`config.mk`:
```
export PLATFORM = sky130hd
export DESIGN_NAME = ftpm_ctrl
export DESIGN_NICKNAME = d
export VERILOG_FILES = /design/src/design/ftpm_pkg.sv /design/src/design/ftpm_ctrl.sv
export SDC_FILE = /design/constraint.sdc
export NUM_CORES = 1
export LEC_CHECK = 0
export BUFFER_PORTS_ARGS = -buffer_cell sky130_fd_sc_hd__buf_2
export CORE_AREA = 2 2 39 41
export CTS_BUF_LIST = sky130_fd_sc_hd__clkbuf_4
export CTS_CLUSTER_DIAMETER = 200
export DETAILED_ROUTE_END_ITERATION = 10
export DIE_AREA = 0 0 41 43
export PLACE_DENSITY = 0.33
export REMOVE_ABC_BUFFERS = 1
export SLEW_MARGIN = 30
export SYNTH_ARGS = -nofsm -noshare
export SYNTH_HDL_FRONTEND = slang
export SYNTH_SLANG_ARGS = --single-unit
```
`constraint.sdc`:
```
create_clock -name clk_i -period 1.2 [get_ports clk_i]
set_input_delay 0.18 -clock clk_i [delete_from_list [all_inputs] [get_ports clk_i]]
set_output_delay 0.18 -clock clk_i [all_outputs]
set_load 0.05 [all_outputs]
```
`src/design/ftpm_pkg.sv`:
```
// Shared types and constants for the first-touch page mapper.
`default_nettype none
package ftpm_pkg;

  localparam int unsigned PAGE_BITS  = 10;
  localparam int unsigned NUM_PAGES  = 16384;
  localparam int unsigned VADDR_W    = 24;
  localparam int unsigned PAGE_IDX_W = $clog2(NUM_PAGES);
  localparam int unsigned FRAME_W    = VADDR_W - PAGE_BITS;
  localparam int unsigned CNT_W      = PAGE_IDX_W + 1;
  localparam int unsigned CAP_W      = 15;
  localparam int unsigned OPC_W      = 8;

  localparam logic [CAP_W-1:0] TLB_CAP_RESET = CAP_W'(16384);

  // APB register map
  localparam int unsigned APB_DATA_W = 32;
  localparam int unsigned APB_ADDR_W = 3;
  localparam logic        REG_TLB_CAPACITY = 1'b0;  // word index held in paddr[2]

  typedef struct packed {
    logic [OPC_W-1:0]   opcode;
    logic [VADDR_W-1:0] vaddr;
    logic               batch_end;
  } in_beat_t;

  typedef struct packed {
    logic [OPC_W-1:0]   opcode_out;
    logic [VADDR_W-1:0] physical_address;
    logic               newly_mapped;
    logic               copy_failed;
  } out_beat_t;

  // One page table entry
  typedef struct packed {
    logic               mapped;
    logic [FRAME_W-1:0] frame;
  } pte_t;

  // Controller to datapath
  typedef struct packed {
    logic clr_wr;   // write one cleared entry of the clearing pass
    logic load_in;  // capture input beat and start the table read
    logic commit;   // update table and counters, load the result register
  } cmd_t;

  // Datapath to controller
  typedef struct packed {
    logic clr_last;  // clearing pass is at its last entry
    logic out_free;  // result register can take a new beat this cycle
  } sts_t;

endpackage
`default_nettype wire

```
`src/design/ftpm_ctrl.sv`:
```
// Sequencer for the page mapper: clearing pass, accept, lookup and commit.
`default_nettype none
module ftpm_ctrl (
  input  wire logic          clk_i,
  input  wire logic          rst_ni,
  input  wire logic          in_valid_i,
  input  wire ftpm_pkg::sts_t sts_i,
  output ftpm_pkg::cmd_t     cmd_o,
  output logic               in_stall_o
);

  localparam logic [1:0] ST_CLEAR = 2'd0;
  localparam logic [1:0] ST_IDLE  = 2'd1;
  localparam logic [1:0] ST_LOOK  = 2'd2;

  logic [1:0] state_q, state_d;

  // Commands follow from the state, the input valid and the result register status
  always_comb begin
    cmd_o.clr_wr  = (state_q == ST_CLEAR);
    cmd_o.load_in = (state_q == ST_IDLE) && in_valid_i;
    cmd_o.commit  = (state_q == ST_LOOK) && sts_i.out_free;
    in_stall_o    = (state_q != ST_IDLE);
  end

  // Next state
  always_comb begin
    state_d = state_q;
    unique case (state_q)
      ST_CLEAR: begin
        if (sts_i.clr_last) state_d = ST_IDLE;
      end
      ST_IDLE: begin
        if (in_valid_i) state_d = ST_LOOK;
      end
      ST_LOOK: begin
        if (sts_i.out_free) state_d = ST_IDLE;
      end
      default: state_d = ST_CLEAR;
    endcase
  end

  always_ff @(posedge clk_i or negedge rst_ni) begin
    if (!rst_ni) begin
      state_q <= ST_CLEAR;
    end else begin
      state_q <= state_d;
    end
  end

endmodule
`default_nettype wire

```
==> summary.md <==
| Metric | Value |
|---|---|
| Most frequent cells after synthesis | sky130_fd_sc_hd__dfrtp_1 (2), sky130_fd_sc_hd__nor2_1 (2) |
| Max-cap violation count | 0 |
| Layout overhead on the synthesized area | 130% |
| Mapped Cells | 11 |
| Cell area after placement | approximately 170 µm² |
| Cell types with the largest area share after synthesis | sky130_fd_sc_hd__dfrtp_1 (46%), sky130_fd_sc_hd__mux2i_1 (9.2%), sky130_fd_sc_hd__and3b_1 (8.0%), sky130_fd_sc_hd__nand2b_2 (8.0%), sky130_fd_sc_hd__nor2_1 (6.9%) |
| Worst IR Drop VDD | 0.901 mV |
| Largest net degree at the start of global routing | 7 |
| Xor-xnor portion of the synthesized cell area | 0% |
| Status | finished with violations |
| Total of endpoints with negative setup slack in the final report | 1 |
| Antenna violations before repair | 0 |
| Primary FF master, synth | sky130_fd_sc_hd__dfrtp_1 |
| Arrival @ worst endpoint | between 1 and 1.5 ns |
| Design Area, Final | between 200 and 300 µm² |
| Setup repair after global routing missed its margin | yes |
| Non-filler instance count after layout | 41 |
| Routed length per placed instance | slightly below 9 µm |
| Clk slew on worst S/H paths | approximately 0.03 ns |
| Core Box Area | about 0.0014 mm² |
| Top Ports | 9 |
| Remaining number of nets flagged by the antenna check after routing | 0 |
| Avg Inst Size Synth | approximately 9.9 µm² |
| Static power due to leakage | roughly 0.12 nW |
| Least-Margin Pin Slew | about 0.16 ns |
| Worst path required time | roughly 1.0 ns |
| Period utilisation layout | 103% |
| Die width | a little over 40 µm |
| Count of buffers inserted at the top-level ports | 8 |
| Total via count in the routed design | ~140 |
| Cell area after synthesis | approximately 110 µm² |
| DRC | 0 |
| Avg Vias per Cell | roughly 3.3 |
| First-pass GRT wire length | about 600 µm |
| Area share of the largest cell type after synthesis | between 40 and 50% |
| CTS H-Tree Depth | 1 |
| Core Rows | 14 |
| Violated checks | negative setup slack |
| Cell at the root of the clock tree | sky130_fd_sc_hd__clkbuf_4 |
| Total routing usage reported by global routing | 6.33% |
| Achievable Freq | 0.810 GHz |
| Net total in the final layout | 32 |
| Count of synthesis-stage warnings from yosys | 0 |
| CP Capture Type | output pin |
| Main combinational cell family by area after synthesis | simple AND/OR/NAND/NOR gates |
| Count of filler cells inserted in the layout | roughly 160 |
| Final-layout setup total negative slack | -0.0352 ns |
| Initial core utilization | 7.87% |
| Diodes inserted | 0 |
| Share of final-layout standard cells stronger than drive strength 1 | between 60% and 70% |
| Max transition margin | 89.3% |
| Core occupancy in the finished layout | a little under a fifth |
| Gpl congestion | between 0.5 and 0.6 |
| Flip-flop and latch count after synthesis | 2 |
| Multiplexer fraction of the synthesized cell area | about 9.2% |
| Fin Clk Skew | between 0.001 and 0.0015 ns |
| Number of distinct library cells after synthesis | 9 |
| TritonCTS clock tree | built |
| Compound-gate portion of the synthesized area | 5.75% |
| Simple logic cell fraction of the synthesized area | slightly below 40% |
| Placed instance count | 35 |
| Worst Hold Class | in2reg |
| Category of the most critical setup path | reg2out |
| Biggest fanout along the worst timing path | 5 |
| Insertion delay to the later sink of the worst-skew pair | 0.22 ns |
| Overflow after GRT | 0 |
| Max Slew Vio Count | 0 |
| Share of synthesized cell area in full adder, half adder and majority cells | 0% |
| Area enclosed by the die boundary | 0.00176 mm² |
| Height of the die | approximately 43 µm |
| Total Routed Length | 364 µm |
| Post-synthesis cell type with the largest combined area | sky130_fd_sc_hd__dfrtp_1 |
| Crit path setup slack, layout | -0.0352 ns |
| Post-synthesis async set-or-reset flop share | 100% |
| Clk buf depth | 2 |
| Number of flops mapped to enable cells by yosys | 0 |
| Drt pass-1 iters | 2 |
| Vias in the first global route | roughly 140 |
| Final total power | just over 0.8 mW |
| Clock buffers created by TritonCTS | 3 |
| Cell area power density | about 3300 mW/mm² |
| Sequential cell area fraction in the yosys report | a little under half |
| Post-layout minimum cycle time | 1.24 ns |
| First-iteration detailed-routing DRC count | 2 |
| Final hold violation count | 0 |
| Clk sink count | 2 |
| Register bank with the most flops | state_q |
| Setup crit start kind | flip-flop |
| Flip-flop count of the largest register, all copies and words added | 2 |
| Regs by FF count | state_q (2) |
path summary, 6_finish.rpt:
kind / startpoint / endpoint / slack, ns / depth (start not counted)
setup / recovery: state_q[1] / cmd_o[1] / -0.04 / 2
setup reg to reg: state_q[0] / state_q[1] / 0.19 / 2
max in group asynchronous: rst_ni / state_q[0] / 0.81 / 2
min in group asynchronous: rst_ni / state_q[1] / 0.28 / 2
hold reg to reg: state_q[0] / state_q[0] / 0.63 / 2
hold / removal: in_valid_i / state_q[0] / 0.17 / 2
metal layers:
| metal | up-vias | part of all wire (%) | wire length [µm] | global-route usage (%) |
|---|---|---|---|---|
| li1 | 66 | - | - | - |
| met1 | 60 | 51 | 185 | 7.40 |
| met2 | 9 | 34 | 124 | 4.06 |
| met3 | 2 | 13 | 47 | 7.85 |
| met4 | 0 | 1.6 | 6 | 8.00 |
| met5 | - | 0 | 0 | 0 |
critical path, stage by stage, from the launching register on:
cell and delay [ns]:
sky130_fd_sc_hd__dfrtp_1 0.40, sky130_fd_sc_hd__and3b_2 0.28, sky130_fd_sc_hd__buf_8 0.15
cells by family (layout without fill, tap and decap cells):
family	Yosys count	count (layout)
AOI/OAI and AO/OA	1	1
and+or+nand+nor	7	7
muxes	1	1
buffers and inverters	0	14
DFF	2	2
report_power, final:
part	switching, mW	internal, mW
registers	0.0492	0.103
clock network	0.0388	0.110
logic	0.296	0.219
total	0.384	0.433
repair_timing:
item	CTS	global route
setup buffers	2	0
resized for setup	6	6
hold endpoints to repair	2	0
hold buffers	1	0
pin swaps	1	0
setup endpoints to repair	4	4
stage by stage:
stage	setup slack, ns	hold slack, ns
after global routing	-0.0809	0.158
after CTS	-0.0384	0.158
after detailed placement	0.0945	-0.0327
after global placement	0.111	-0.0317
final	-0.0352	0.168
after floorplan	-0.0713	-0.116
layout by cell type, fill, tap and decap left out:
cell,count
sky130_fd_sc_hd__o22ai_1,1
sky130_fd_sc_hd__nand2_1,1
sky130_fd_sc_hd__dlygate4sd3_1,1
sky130_fd_sc_hd__mux2i_1,1
sky130_fd_sc_hd__buf_6,3
sky130_fd_sc_hd__buf_8,1
sky130_fd_sc_hd__dfrtp_2,1
sky130_fd_sc_hd__and3b_2,1
sky130_fd_sc_hd__nor2_1,1
sky130_fd_sc_hd__or2_1,1
sky130_fd_sc_hd__buf_2,4
sky130_fd_sc_hd__clkbuf_4,3
sky130_fd_sc_hd__dfrtp_1,1
sky130_fd_sc_hd__buf_4,2
sky130_fd_sc_hd__nor3b_1,1
sky130_fd_sc_hd__nand2b_2,1
sky130_fd_sc_hd__nor2_2,1
area by class of cell:
cell class	count	area, µm²	share of cell area, %
Tap cell	16	20.0	8.00
Multi-Input combinational cell	9	62.6	25.0
Sequential cell	2	51.3	20.5
Clock buffer	3	22.5	9.00
Timing Repair Buffer	11	93.8	37.5
(Power assumes the default switching activity.)
